[src/rtl/srsw_pkg.sv]
// Shared types, codes and defaults for the selective-repeat send window.
`default_nettype none

package srsw_pkg;

  localparam int unsigned DefaultEntries = 16;
  localparam logic [15:0] WindowReset    = 16'd5120;
  localparam logic [15:0] TimeoutReset   = 16'd500;

  typedef enum logic [1:0] {
    CMD_SEND = 2'd0,
    CMD_ACK  = 2'd1,
    CMD_TICK = 2'd2
  } cmd_e;

  typedef enum logic [2:0] {
    KIND_SENT         = 3'd0,
    KIND_REFUSED      = 3'd1,
    KIND_ACK_DONE     = 3'd2,
    KIND_RETX         = 3'd3,
    KIND_RETX_REFUSED = 3'd4,
    KIND_TICK_DONE    = 3'd5
  } kind_e;

  typedef enum logic [1:0] {
    CFG_CWND    = 2'd0,
    CFG_RWND    = 2'd1,
    CFG_TIMEOUT = 2'd2
  } cfg_e;

  // Which result the datapath builds when the controller emits.
  typedef enum logic [2:0] {
    EMIT_SENT    = 3'd0,
    EMIT_REFUSED = 3'd1,
    EMIT_ACK     = 3'd2,
    EMIT_RETX    = 3'd3,
    EMIT_TICK    = 3'd4
  } emit_e;

  typedef struct packed {
    logic [15:0] seq;
    logic [15:0] len;
    logic        acked;
    logic [31:0] tx_time;
  } entry_t;

  typedef struct packed {
    logic  ld_item;
    logic  scan_clr;
    logic  scan_inc;
    logic  time_inc;
    logic  rd_scan;
    logic  rd_oldest;
    logic  wr_store;
    logic  wr_acked;
    logic  wr_time;
    logic  slide;
    logic  emit;
    emit_e emit_sel;
  } dp_cmd_t;

  typedef struct packed {
    logic refuse;
    logic no_store;
    logic scan_done;
    logic empty;
    logic match;
    logic rd_acked;
    logic timed_out;
    logic can_emit;
  } dp_status_t;

endpackage

`default_nettype wire

[src/rtl/selective_repeat_send_window.sv]
// Top level of the selective-repeat sender window.
`default_nettype none

// Sender window for selective-repeat ARQ. Up to WindowEntries outstanding
// packets sit in a circular table held in one RAM with one write and one
// registered read port; every table visit is a read step, then a check step.
// A send is decided and emitted directly, or stored in the table first and then
// emitted. An ack visits entries from the oldest up to the match, or all of
// them when none matches, then frees acked entries from the oldest. A tick
// visits every occupied entry; emits wait for the result register. One item is
// worked at a time; the next input is taken once the final result of the
// current one is in the result register. A tick yields one result per timed
// out entry and a closing tick-done result, flagged by last_result_o. The
// table needs no clearing after reset; only occupied entries are ever read.
// Configuration writes are taken every cycle and must happen while idle.
module selective_repeat_send_window
  import srsw_pkg::*;
#(
  parameter int unsigned WindowEntries = DefaultEntries
) (
  input  wire logic        clk_i,
  input  wire logic        rst_ni,
  input  wire logic        in_valid_i,
  output logic             in_ready_o,
  input  wire logic [1:0]  command_i,
  input  wire logic [15:0] seq_number_i,
  input  wire logic [15:0] length_bytes_i,
  input  wire logic        no_store_i,
  output logic             out_valid_o,
  input  wire logic        out_ready_i,
  output logic [2:0]       result_kind_o,
  output logic [15:0]      out_seq_o,
  output logic [15:0]      out_length_o,
  output logic [15:0]      free_bytes_o,
  output logic             window_overrun_o,
  output logic             last_result_o,
  input  wire logic        cfg_valid_i,
  output logic             cfg_ready_o,
  input  wire logic [1:0]  cfg_index_i,
  input  wire logic [15:0] cfg_data_i
);

  dp_cmd_t    dp_cmd;
  dp_status_t dp_status;

  srsw_ctrl u_ctrl (
    .clk_i     (clk_i),
    .rst_ni    (rst_ni),
    .in_valid_i(in_valid_i),
    .in_ready_o(in_ready_o),
    .command_i (command_i),
    .status_i  (dp_status),
    .cmd_o     (dp_cmd)
  );

  srsw_dp #(
    .WindowEntries(WindowEntries)
  ) u_dp (
    .clk_i           (clk_i),
    .rst_ni          (rst_ni),
    .seq_number_i    (seq_number_i),
    .length_bytes_i  (length_bytes_i),
    .no_store_i      (no_store_i),
    .cfg_valid_i     (cfg_valid_i),
    .cfg_ready_o     (cfg_ready_o),
    .cfg_index_i     (cfg_index_i),
    .cfg_data_i      (cfg_data_i),
    .cmd_i           (dp_cmd),
    .status_o        (dp_status),
    .out_valid_o     (out_valid_o),
    .out_ready_i     (out_ready_i),
    .result_kind_o   (result_kind_o),
    .out_seq_o       (out_seq_o),
    .out_length_o    (out_length_o),
    .free_bytes_o    (free_bytes_o),
    .window_overrun_o(window_overrun_o),
    .last_result_o   (last_result_o)
  );

endmodule

`default_nettype wire

[src/rtl/srsw_ram.sv]
// Generic single-write, single-read RAM with registered read data.
`default_nettype none

module srsw_ram #(
  parameter int unsigned Width = 8,
  parameter int unsigned Depth = 16,
  parameter int unsigned AddrW = $clog2(Depth)
) (
  input  wire logic             clk_i,
  input  wire logic             we_i,
  input  wire logic [AddrW-1:0] waddr_i,
  input  wire logic [Width-1:0] wdata_i,
  input  wire logic             re_i,
  input  wire logic [AddrW-1:0] raddr_i,
  output logic      [Width-1:0] rdata_o
);

  logic [Width-1:0] mem_q [Depth];

  always_ff @(posedge clk_i) begin
    if (we_i) begin
      mem_q[waddr_i] <= wdata_i;
    end
  end

  always_ff @(posedge clk_i) begin
    if (re_i) begin
      rdata_o <= mem_q[raddr_i];
    end
  end

endmodule

`default_nettype wire

[src/rtl/srsw_ctrl.sv]
// Sequencer for send, ack search and slide, and tick retransmit scan.
`default_nettype none

module srsw_ctrl
  import srsw_pkg::*;
(
  input  wire logic       clk_i,
  input  wire logic       rst_ni,
  input  wire logic       in_valid_i,
  output logic            in_ready_o,
  input  wire logic [1:0] command_i,
  input  wire dp_status_t status_i,
  output dp_cmd_t         cmd_o
);

  typedef enum logic [10:0] {
    S_IDLE      = 11'b000_0000_0001,
    S_DECIDE    = 11'b000_0000_0010,
    S_SEND_OUT  = 11'b000_0000_0100,
    S_ACK_RD    = 11'b000_0000_1000,
    S_ACK_CHK   = 11'b000_0001_0000,
    S_SLIDE_RD  = 11'b000_0010_0000,
    S_SLIDE_CHK = 11'b000_0100_0000,
    S_ACK_OUT   = 11'b000_1000_0000,
    S_TICK_RD   = 11'b001_0000_0000,
    S_TICK_CHK  = 11'b010_0000_0000,
    S_TICK_OUT  = 11'b100_0000_0000
  } state_e;

  state_e state_q, state_d;

  always_ff @(posedge clk_i or negedge rst_ni) begin
    if (!rst_ni) begin
      state_q <= S_IDLE;
    end else begin
      state_q <= state_d;
    end
  end

  always_comb begin
    state_d    = state_q;
    cmd_o      = '0;
    cmd_o.emit_sel = EMIT_SENT;
    in_ready_o = 1'b0;
    unique case (state_q)
      S_IDLE: begin
        in_ready_o = 1'b1;
        if (in_valid_i) begin
          cmd_o.ld_item = 1'b1;
          unique case (command_i)
            CMD_SEND: state_d = S_DECIDE;
            CMD_ACK: begin
              cmd_o.scan_clr = 1'b1;
              state_d        = S_ACK_RD;
            end
            CMD_TICK: begin
              cmd_o.scan_clr = 1'b1;
              cmd_o.time_inc = 1'b1;
              state_d        = S_TICK_RD;
            end
            default: state_d = S_IDLE;
          endcase
        end
      end
      S_DECIDE: begin
        if (status_i.refuse || status_i.no_store) begin
          if (status_i.can_emit) begin
            cmd_o.emit     = 1'b1;
            cmd_o.emit_sel = status_i.refuse ? EMIT_REFUSED : EMIT_SENT;
            state_d        = S_IDLE;
          end
        end else begin
          cmd_o.wr_store = 1'b1;
          state_d        = S_SEND_OUT;
        end
      end
      S_SEND_OUT: begin
        if (status_i.can_emit) begin
          cmd_o.emit     = 1'b1;
          cmd_o.emit_sel = EMIT_SENT;
          state_d        = S_IDLE;
        end
      end
      S_ACK_RD: begin
        if (status_i.scan_done) begin
          state_d = S_SLIDE_RD;
        end else begin
          cmd_o.rd_scan = 1'b1;
          state_d       = S_ACK_CHK;
        end
      end
      S_ACK_CHK: begin
        if (status_i.match) begin
          cmd_o.wr_acked = 1'b1;
          state_d        = S_SLIDE_RD;
        end else begin
          cmd_o.scan_inc = 1'b1;
          state_d        = S_ACK_RD;
        end
      end
      S_SLIDE_RD: begin
        if (status_i.empty) begin
          state_d = S_ACK_OUT;
        end else begin
          cmd_o.rd_oldest = 1'b1;
          state_d         = S_SLIDE_CHK;
        end
      end
      S_SLIDE_CHK: begin
        if (status_i.rd_acked) begin
          cmd_o.slide = 1'b1;
          state_d     = S_SLIDE_RD;
        end else begin
          state_d = S_ACK_OUT;
        end
      end
      S_ACK_OUT: begin
        if (status_i.can_emit) begin
          cmd_o.emit     = 1'b1;
          cmd_o.emit_sel = EMIT_ACK;
          state_d        = S_IDLE;
        end
      end
      S_TICK_RD: begin
        if (status_i.scan_done) begin
          state_d = S_TICK_OUT;
        end else begin
          cmd_o.rd_scan = 1'b1;
          state_d       = S_TICK_CHK;
        end
      end
      S_TICK_CHK: begin
        // a timed-out entry waits here until the result register frees up
        if (status_i.timed_out) begin
          if (status_i.can_emit) begin
            cmd_o.emit     = 1'b1;
            cmd_o.emit_sel = EMIT_RETX;
            cmd_o.wr_time  = 1'b1;
            cmd_o.scan_inc = 1'b1;
            state_d        = S_TICK_RD;
          end
        end else begin
          cmd_o.scan_inc = 1'b1;
          state_d        = S_TICK_RD;
        end
      end
      S_TICK_OUT: begin
        if (status_i.can_emit) begin
          cmd_o.emit     = 1'b1;
          cmd_o.emit_sel = EMIT_TICK;
          state_d        = S_IDLE;
        end
      end
      default: state_d = S_IDLE;
    endcase
  end

endmodule

`default_nettype wire

[src/rtl/srsw_dp.sv]
// Window datapath: config, counters, entry table, window math, result register.
`default_nettype none

module srsw_dp
  import srsw_pkg::*;
#(
  parameter int unsigned WindowEntries = DefaultEntries
) (
  input  wire logic        clk_i,
  input  wire logic        rst_ni,
  input  wire logic [15:0] seq_number_i,
  input  wire logic [15:0] length_bytes_i,
  input  wire logic        no_store_i,
  input  wire logic        cfg_valid_i,
  output logic             cfg_ready_o,
  input  wire logic [1:0]  cfg_index_i,
  input  wire logic [15:0] cfg_data_i,
  input  wire dp_cmd_t     cmd_i,
  output dp_status_t       status_o,
  output logic             out_valid_o,
  input  wire logic        out_ready_i,
  output logic [2:0]       result_kind_o,
  output logic [15:0]      out_seq_o,
  output logic [15:0]      out_length_o,
  output logic [15:0]      free_bytes_o,
  output logic             window_overrun_o,
  output logic             last_result_o
);

  localparam int unsigned IdxW = $clog2(WindowEntries);
  localparam int unsigned CntW = $clog2(WindowEntries + 1);
  localparam int unsigned EntW = $bits(entry_t);

  logic [15:0]     cwnd_q, rwnd_q, timeout_q;
  logic [15:0]     item_seq_q, item_len_q;
  logic            item_nostore_q;
  logic [IdxW-1:0] oldest_q;
  logic [CntW-1:0] count_q, scan_q;
  logic [16:0]     bif_q;
  logic [31:0]     time_q;

  // configuration, taken any cycle
  assign cfg_ready_o = 1'b1;

  always_ff @(posedge clk_i or negedge rst_ni) begin
    if (!rst_ni) begin
      cwnd_q    <= WindowReset;
      rwnd_q    <= WindowReset;
      timeout_q <= TimeoutReset;
    end else if (cfg_valid_i) begin
      unique case (cfg_index_i)
        CFG_CWND:    cwnd_q    <= cfg_data_i;
        CFG_RWND:    rwnd_q    <= cfg_data_i;
        CFG_TIMEOUT: timeout_q <= cfg_data_i;
        default: ;
      endcase
    end
  end

  always_ff @(posedge clk_i) begin
    if (cmd_i.ld_item) begin
      item_seq_q     <= seq_number_i;
      item_len_q     <= length_bytes_i;
      item_nostore_q <= no_store_i;
    end
  end

  // window math
  logic [15:0] limit;
  logic        overrun;
  logic [16:0] free_wide;
  logic [15:0] free_bytes;

  assign limit      = (cwnd_q < rwnd_q) ? cwnd_q : rwnd_q;
  assign overrun    = bif_q > {1'b0, limit};
  assign free_wide  = {1'b0, limit} - bif_q;
  assign free_bytes = overrun ? 16'd0 : free_wide[15:0];

  // slot addressing modulo the table depth
  logic [IdxW:0]   scan_sum, store_sum;
  logic [IdxW-1:0] scan_slot, store_slot, oldest_next;

  assign scan_sum   = {1'b0, oldest_q} + (IdxW + 1)'(scan_q);
  assign store_sum  = {1'b0, oldest_q} + (IdxW + 1)'(count_q);
  assign scan_slot  = (scan_sum >= (IdxW + 1)'(WindowEntries)) ?
                      IdxW'(scan_sum - (IdxW + 1)'(WindowEntries)) : scan_sum[IdxW-1:0];
  assign store_slot = (store_sum >= (IdxW + 1)'(WindowEntries)) ?
                      IdxW'(store_sum - (IdxW + 1)'(WindowEntries)) : store_sum[IdxW-1:0];
  assign oldest_next = (oldest_q == IdxW'(WindowEntries - 1)) ? '0 : oldest_q + 1'b1;

  // entry table
  entry_t          rd_entry, wr_entry;
  logic [EntW-1:0] rdata;
  logic            ram_we, ram_re;
  logic [IdxW-1:0] waddr, raddr;

  assign rd_entry = entry_t'(rdata);
  assign ram_we   = cmd_i.wr_store | cmd_i.wr_acked | cmd_i.wr_time;
  assign ram_re   = cmd_i.rd_scan | cmd_i.rd_oldest;
  assign waddr    = cmd_i.wr_store ? store_slot : scan_slot;
  assign raddr    = cmd_i.rd_oldest ? oldest_q : scan_slot;

  always_comb begin
    wr_entry = rd_entry;
    if (cmd_i.wr_store) begin
      wr_entry.seq     = item_seq_q;
      wr_entry.len     = item_len_q;
      wr_entry.acked   = 1'b0;
      wr_entry.tx_time = time_q;
    end else if (cmd_i.wr_acked) begin
      wr_entry.acked = 1'b1;
    end else begin
      wr_entry.tx_time = time_q;
    end
  end

  srsw_ram #(
    .Width(EntW),
    .Depth(WindowEntries)
  ) u_ram (
    .clk_i  (clk_i),
    .we_i   (ram_we),
    .waddr_i(waddr),
    .wdata_i(wr_entry),
    .re_i   (ram_re),
    .raddr_i(raddr),
    .rdata_o(rdata)
  );

  // window state
  logic [16:0] bif_sub;
  assign bif_sub = (bif_q > {1'b0, rd_entry.len}) ? bif_q - {1'b0, rd_entry.len} : 17'd0;

  always_ff @(posedge clk_i or negedge rst_ni) begin
    if (!rst_ni) begin
      oldest_q <= '0;
      count_q  <= '0;
      bif_q    <= '0;
      time_q   <= '0;
      scan_q   <= '0;
    end else begin
      if (cmd_i.time_inc) begin
        time_q <= time_q + 32'd1;
      end
      if (cmd_i.scan_clr) begin
        scan_q <= '0;
      end else if (cmd_i.scan_inc) begin
        scan_q <= scan_q + 1'b1;
      end
      if (cmd_i.wr_store) begin
        count_q <= count_q + 1'b1;
        bif_q   <= bif_q + {1'b0, item_len_q};
      end else if (cmd_i.slide) begin
        count_q  <= count_q - 1'b1;
        bif_q    <= bif_sub;
        oldest_q <= oldest_next;
      end
    end
  end

  // status toward the controller
  logic [31:0] age;
  logic        out_valid_q;

  assign age = time_q - rd_entry.tx_time;

  assign status_o.refuse    = ({1'b0, item_len_q} > {1'b0, free_bytes}) ||
                              (!item_nostore_q && (count_q >= CntW'(WindowEntries)));
  assign status_o.no_store  = item_nostore_q;
  assign status_o.scan_done = scan_q == count_q;
  assign status_o.empty     = count_q == '0;
  assign status_o.match     = rd_entry.seq == item_seq_q;
  assign status_o.rd_acked  = rd_entry.acked;
  assign status_o.timed_out = !rd_entry.acked && (age >= {16'd0, timeout_q});
  assign status_o.can_emit  = !out_valid_q || out_ready_i;

  // result register
  kind_e       kind_q, kind_d;
  logic [15:0] oseq_q, oseq_d, olen_q, olen_d, ofree_q;
  logic        olast_q, olast_d, oover_q;

  always_comb begin
    kind_d  = KIND_SENT;
    oseq_d  = item_seq_q;
    olen_d  = item_len_q;
    olast_d = 1'b1;
    unique case (cmd_i.emit_sel)
      EMIT_SENT:    kind_d = KIND_SENT;
      EMIT_REFUSED: kind_d = KIND_REFUSED;
      EMIT_ACK: begin
        kind_d = KIND_ACK_DONE;
        olen_d = '0;
      end
      EMIT_RETX: begin
        kind_d  = (rd_entry.len > free_bytes) ? KIND_RETX_REFUSED : KIND_RETX;
        oseq_d  = rd_entry.seq;
        olen_d  = rd_entry.len;
        olast_d = 1'b0;
      end
      EMIT_TICK: begin
        kind_d = KIND_TICK_DONE;
        oseq_d = '0;
        olen_d = '0;
      end
      default: kind_d = KIND_SENT;
    endcase
  end

  always_ff @(posedge clk_i or negedge rst_ni) begin
    if (!rst_ni) begin
      out_valid_q <= 1'b0;
    end else if (cmd_i.emit) begin
      out_valid_q <= 1'b1;
    end else if (out_ready_i) begin
      out_valid_q <= 1'b0;
    end
  end

  always_ff @(posedge clk_i) begin
    if (cmd_i.emit) begin
      kind_q  <= kind_d;
      oseq_q  <= oseq_d;
      olen_q  <= olen_d;
      ofree_q <= free_bytes;
      oover_q <= overrun;
      olast_q <= olast_d;
    end
  end

  assign out_valid_o      = out_valid_q;
  assign result_kind_o    = kind_q;
  assign out_seq_o        = oseq_q;
  assign out_length_o     = olen_q;
  assign free_bytes_o     = ofree_q;
  assign window_overrun_o = oover_q;
  assign last_result_o    = olast_q;

endmodule

`default_nettype wire

[config.mk]
export PLATFORM = sky130hd
export DESIGN_NAME = selective_repeat_send_window
export DESIGN_NICKNAME = d
export VERILOG_FILES = /design/src/rtl/srsw_pkg.sv /design/src/rtl/selective_repeat_send_window.sv /design/src/rtl/srsw_ram.sv /design/src/rtl/srsw_ctrl.sv /design/src/rtl/srsw_dp.sv
export SDC_FILE = /design/constraint.sdc
export NUM_CORES = 2
export LEC_CHECK = 0
export ABC_AREA = 0
export BUFFER_PORTS_ARGS = -buffer_cell sky130_fd_sc_hd__buf_2
export CAP_MARGIN = 20
export CORE_UTILIZATION = 50
export CTS_CLUSTER_DIAMETER = 80
export DETAILED_ROUTE_END_ITERATION = 8
export HOLD_SLACK_MARGIN = 0.15
export PLACE_DENSITY_LB_ADDON = 0.3
export SLEW_MARGIN = 25
export SYNTH_ARGS = -nofsm -noshare
export SYNTH_HDL_FRONTEND = slang
export SYNTH_SLANG_ARGS = --single-unit
[constraint.sdc]
create_clock -name clk_i -period 13.7 [get_ports clk_i]
set_input_delay 0.685 -clock clk_i [delete_from_list [all_inputs] [get_ports clk_i]]
set_output_delay 0.685 -clock clk_i [all_outputs]
set_load 0.02 [all_outputs]
# Word-level counts from Yosys, hierarchy flattened
# Memory sizes are Yosys's and may differ from the RTL's. A register that Yosys moved wholly into a read port is not among the register bits.
# Index checks and enable logic that the tools add are counted.
[totals]
mem_count = 1
regBits = 209
out_inout_bits = 56
ramBits = 1040
[classes]
muxes = 71
add_sub_neg = 13
bitwise = 4
eq_ne = 24
magnitude_cmp = 9
reduce_logical = 23
[memory_table]
columns = ["memory", "words", "width", "rd", "rd_ports_with_merged_regs", "write_ports", "line_no", "source"]
rows = [
  ["u_dp.u_ram.mem_q", 16, 65, 1, 1, 1, "srsw_ram.sv:18", "logic [Width-1:0] mem_q [Depth];"],
]
[op_table]
columns = ["op", "count"]
rows = [
  ["11-bit one-hot mux with 9 select lines", 1],
  ["11-bit 2-to-1 mux", 6],
  ["32-bit 2-to-1 mux", 2],
  ["16-bit one-hot mux with 2 select lines", 2],
  ["17-bit 2-to-1 mux", 3],
  ["4-bit 2-to-1 mux", 12],
  ["17-bit by 16-bit > comparator with 1-bit output", 2],
  ["33-bit 2-to-1 mux", 1],
  ["32-bit by 1-bit adder with 32-bit output (second input constant)", 1],
  ["32-bit by 16-bit greater-or-equal comparator with 1-bit output", 1],
  ["16-bit > comparator", 2],
  ["16-bit 2-to-1 mux", 2],
  ["32-bit subtractor", 1],
  ["1-bit 2-to-1 mux", 27],
  ["9-bit one-hot mux with 3 select lines", 1],
  ["5-bit 2-to-1 mux", 4],
  ["4-bit one-hot mux with 5 select lines", 1],
  ["17-bit by 16-bit adder with 17-bit output", 1],
  ["17-bit by 16-bit subtractor with 17-bit output", 1],
  ["16-bit == test", 1],
  ["16-bit less-than comparator", 1],
  ["8-bit 2-to-1 mux", 2],
  ["16-bit subtractor", 1],
  ["5-bit greater-or-equal comparator (second input constant)", 3],
  ["41 further kinds", 65],
]

# Longest topological paths before layout
[depth]
word_depth = 13
ltp_mapped = 42
mapped_depth_nobuf = 38

# By module
# From an unflattened synthesis, not the netlist that was laid out.
[hier_totals]
cells_unflattened = 3331
area_unflattened_um2 = 56843.3
[by_module_without_submodules]
columns = ["mod", "cells_per_inst", "n_inst", "area_per_inst_um2", "seq_area_each_um2"]
rows = [
  ["srsw_ram", 1673, 1, 40890.5, 33181.8],
  ["srsw_dp", 1543, 1, 15039.4, 5397.7],
  ["srsw_ctrl", 115, 1, 913.4, 276.5],
]

# Worst setup path before layout
# No wires, ideal clock.
[synth_timing]
path_kind = "register to register"
startpoint = "reg u_dp.rwnd_q[1]"
endpoint = "mem u_dp.u_ram.mem_q[1][0] (netlist name) (enable)"
arrival_ps = 12906
period_less_slack_ps = 13554
path_stages_with_launch = 40
t_required_ps = 13052
path_slack_ps = 146
cell_sequence = "dfrtp_1 inv_1 ha_1 a21o_1 a21o_1 a211oi_1 o21bai_1 a31oi_1 o21ai_0 a21oi_1 o21ai_0 o21a_1 clkbuf_1 clkbuf_1 mux2_2 ha_1 nor2b_1 o21a_1 [4 not listed] o21ai_0 a31oi_1 nor3_1 o21a_1 clkbuf_1 clkbuf_1 nand2_1 ha_1 a21o_1 a21o_1 a21oi_1 o21ai_0 o21a_1 nor4bb_1 buf_2 a21oi_1 xnor2_1 nor4_1"
[synth_between]
elab_chain_len = 13
elab_cells_between_ends = 15
[synth_rtl]
columns = ["item", "line_no", "source"]
rows = [
  ["start: declaration", "srsw_dp.sv:34", "logic [15:0] cwnd_q, rwnd_q, timeout_q;"],
  ["start signal: assignment", "srsw_dp.sv:48", "rwnd_q <= WindowReset;"],
  ["start signal: assignment", "srsw_dp.sv:53", "CFG_RWND: rwnd_q <= cfg_data_i;"],
  ["16-bit less-than comparator", "srsw_dp.sv:74", "assign limit = (cwnd_q < rwnd_q) ? cwnd_q : rwnd_q;"],
  ["16-bit 2-to-1 mux *", "srsw_dp.sv:74", ""],
  ["16-bit subtractor / 17-bit by 16-bit > comparator with 1-bit output (equally long branches)", "srsw_dp.sv:76, srsw_dp.sv:75", ""],
  ["16-bit 2-to-1 mux *", "srsw_dp.sv:77", "assign free_bytes = overrun ? 16'd0 : free_wide[15:0];"],
  ["16-bit > comparator *", "srsw_dp.sv:167", "assign status_o.refuse = ({1'b0, item_len_q} > {1'b0, free_bytes}) ||"],
  ["1-bit logical OR *", "srsw_dp.sv:167", ""],
  ["1-bit logical OR *", "srsw_ctrl.sv:66", "if (status_i.refuse || status_i.no_store) begin"],
  ["1-bit 2-to-1 mux *", "srsw_ctrl.sv:66", ""],
  ["1-bit 2-to-1 mux *", "srsw_ctrl.sv:45", "unique case (state_q)"],
  ["1-bit OR (2 in a row)", "srsw_dp.sv:98", "assign ram_we = cmd_i.wr_store | cmd_i.wr_acked | cmd_i.wr_time;"],
  ["1-bit 2-to-1 mux", "srsw_ram.sv:21", "if (we_i) begin"],
  ["1-bit 2-to-1 mux (not written as such)", "srsw_ram.sv:22", "mem_q[waddr_i] <= wdata_i;"],
  ["end: declaration", "srsw_ram.sv:18", ""],
]
# Every way passes the cells marked *; elsewhere a longest branch is shown, timed or not.

# Final worst setup path
[layout_timing]
startpoint = "reg u_dp.rwnd_q[1]"
endpoint = "mem u_dp.u_ram.mem_q[15][31] (netlist name) (enable)"
# Same word-level chain as after synthesis.

==> reports/metrics.csv <==
metric;value;unit
routed.top_layer;met4;
cts_tree;built;
grt_pass1_vias;32210;
overflow;0;
core;116000;um2
ant_nets;0;
crit_type;register to register;
crit_path_end;u_dp.u_ram.mem_q[15][31];
reg2reg_to;u_dp.u_ram.mem_q[15][31];
met1_length;59620;um
finalSetupViolCount;0;
slowest_stage;o21a_1;
place.gp.congestion;0.9391;
met3WireLength;9040;um
maxCapViolCount;0;
cp-end-kind;register;
synth-async-reset-ratio;0.09361;
syn2layout_area_growth;12.46;%
avgSynthCellArea;16.41;um2
clock_path_buffers;3;
nets;4021;
cp-startpoint;u_dp.rwnd_q[1];
irDropWorstVdd;0.1249;mV
design_area;65790;um2
drt_iter0_drc;3305;
clock-skew-final;27.68;ps
pin_count;114;
final_layout_size_suffix_gt1_frac;0.2090;
p_per_area;172.8;nW/um2
wl_met2;67680;um
reg2reg_from;u_dp.rwnd_q[1];
synth-main-ff-cell;edfxtp_1;
drv_slew;0;
startpoint_type;register;
grt_first_pass_wirelength;210000;um
syn-instance-count;3566;
antenna_found_initial;1;
dieArea;118400;um2
rrSetupSlack;3640;ps
clk-insertion-delay-late;760;ps
dr.pass1.iters;5;
drt-vias-per-instance;5.992;
grt_max_degree;75;
path_common_cell;o21a_1;
dpl.cell_count;5135;
cp.required;14070;ps
leakage;22.80;nW
initial_core_util;0.5041;
hold_path.class;input port to register;
max_freq;0.09943;GHz
numCtsBuffers;136;
grtUsageTotal;0.2408;
cpPeakStageDelay;760;ps
port_buffers;112;
synth-edff-count;1191;
drc_errors;0;
htree_levels;4;
holdWs;230.4;ps
final_core_util;0.5669;
root_buffer;clkbuf_16;
fp-row-count;125;
reg2reg_depth;39;
max_slew.worst_pin.slew;1027;ps
avgRoutedWirePerCell;25.96;um
syn_area;58500;um2
period_needed;10060;ps
antennaDiodeCount;0;
fin_cells;5418;
yosysSeqAreaShare;0.6642;
maxSlewHeadroom;0.3103;
synth-seq-cells;1314;
vias;32470;
worstPathMaxFanout;74;
nFillCells;8863;
hpwl;90040;um
die_h;344.1;um
cts.reportedPaths.clkPinSlew;60;ps
finalWirelength;140700;um
cts.sinks;1314;
crit_arrival;10430;ps
outcome;finished clean;
postPlaceCellArea;61070;um2
tns;0;ps
hold_violations;0;
finalCritPeriodShare;0.7341;
syn_nets;3804;
die_x;344.1;um
ys_warn_count;0;
yosysUniqueCellTypes;95;
rsz0062_at_grt;no;
[metal layers]
layer / vias to the layer above / global-route usage
li1: 14470 / -
met1: 16620 / 0.3378
met2: 1172 / 0.3876
met3: 210 / 0.03582
met4: 0 / 0.08149
met5: - / 0
[cell type report]
cell class / instances / area (um2) / share of cell area
Sequential cell: 1314 / 38860 / 0.5906
Multi-Input combinational cell: 1957 / 18550 / 0.2820
Timing Repair Buffer: 227 / 1563 / 0.02375
Tap cell: 1524 / 1907 / 0.02898
Inverter: 147 / 551.8 / 0.008387
Clock buffer: 173 / 3595 / 0.05464
Clock inverter: 76 / 768.2 / 0.01168
[flip-flops by register name, summed over array words and instances (netlist names), 17 cells and up]
register,flops
u_dp.bif_q,17
u_dp.u_ram.rdata_o,65
u_dp.u_ram.mem_q,1040
u_dp.time_q,32
[per-stage QoR]
step           power (W)  worst slack (ps)
6_report         0.01137              3642
4_1_cts          0.01143              3593
5_1_grt          0.01189              2915
3_5_place_dp    0.007819              3677
3_3_place_gp    0.007813              3726
2_1_floorplan   0.006990             146.1
[worst min path at each step]
stage / startpoint / endpoint / slack, ps / depth (start not counted)
finish: cfg_data_i[14] / u_dp.timeout_q[14] / 230 / 2
global route: cfg_data_i[14] / u_dp.rwnd_q[14] / 220 / 2
CTS: cfg_data_i[14] / u_dp.timeout_q[14] / 190 / 2
detailed placement: u_dp.timeout_q[13] / u_dp.timeout_q[13] / 490 / 1
global placement: u_dp.timeout_q[1] / u_dp.timeout_q[1] / 490 / 1
floorplan: rst_ni / u_ctrl.state_q[10] / 390 / 0
[synthesized netlist by cell type, types with 28 or more instances]
library cell / number / share of area
edfxtp_1: 1191 / 0.61
mux4_2: 260 / 0.10
nand2_1: 216 / 0.014
a21oi_1: 174 / 0.015
ha_1: 173 / 0.037
inv_1: 146 / 0.0094
mux2i_1: 121 / 0.021
dfrtp_1: 112 / 0.048
mux2_2: 98 / 0.019
o21ai_0: 96 / 0.0082
nor2b_1: 89 / 0.0095
clkbuf_1: 85 / 0.0055
nor2_1: 85 / 0.0055
a211oi_1: 76 / 0.0098
xnor2_1: 68 / 0.010
xor2_1: 52 / 0.0078
nand3_1: 39 / 0.0033
a21o_1: 33 / 0.0042
nand4_1: 28 / 0.0030
nor3_1: 28 / 0.0024
[kinds of logic (layout without fill, tap and decap cells)]
kind of cell    Yosys count  count (layout)  synth area share
fa+ha+maj               180             180           0.03940
compound gates          538             538           0.05986
buf+inv                 295             623           0.02190
simple gates            637             637           0.05621
xor+xnor                120             120           0.01797
flops                  1314            1314            0.6642
other cells               1               1        0.00006410
mux                     481             481            0.1404
[critical path: cells and delay by family, from the launching register on]
kind	cells	cell delay, ps
XOR/XNOR	1	320
AND/OR/NAND/NOR	7	1380
multiplexers	1	330
AO/OA/AOI/OAI	22	4150
flip-flops	1	370
adder cells (fa/ha/maj)	3	930
buffers and inverters	5	2030
[cells in the final DEF, fill, tap and decap left out, drive strengths merged, types with 26 or more instances in the layout]
| cell type | instances |
|---|---|
| ha | 173 |
| clkinv | 62 |
| o21ai | 107 |
| mux4 | 260 |
| edfxtp | 1191 |
| a211oi | 77 |
| nor3 | 29 |
| dfrtp | 112 |
| a21o | 33 |
| dlygate4sd3 | 34 |
| o21a | 27 |
| nand4 | 28 |
| nor2b | 89 |
| nor2 | 87 |
| xnor2 | 68 |
| a31oi | 26 |
| inv | 150 |
| and2 | 27 |
| mux2 | 98 |
| clkbuf | 173 |
| buf | 193 |
| nand2 | 216 |
| xor2 | 52 |
| nor4 | 27 |
| a21oi | 174 |
| mux2i | 123 |
| nand3 | 39 |
[repair_timing]
action,CTS,global route
hold buffers,34,0
resized for setup,0,0
setup buffers,0,0
endpoints found under the hold margin,77,0
[power breakdown]
| group | internal [W] | switching [W] |
|---|---|---|
| clock | 0.00206 | 0.00154 |
| sequential | 0.00465 | 0.000216 |
| combinational | 0.00123 | 0.00167 |
No activity file was read; power rests on OpenSTA's default activity.
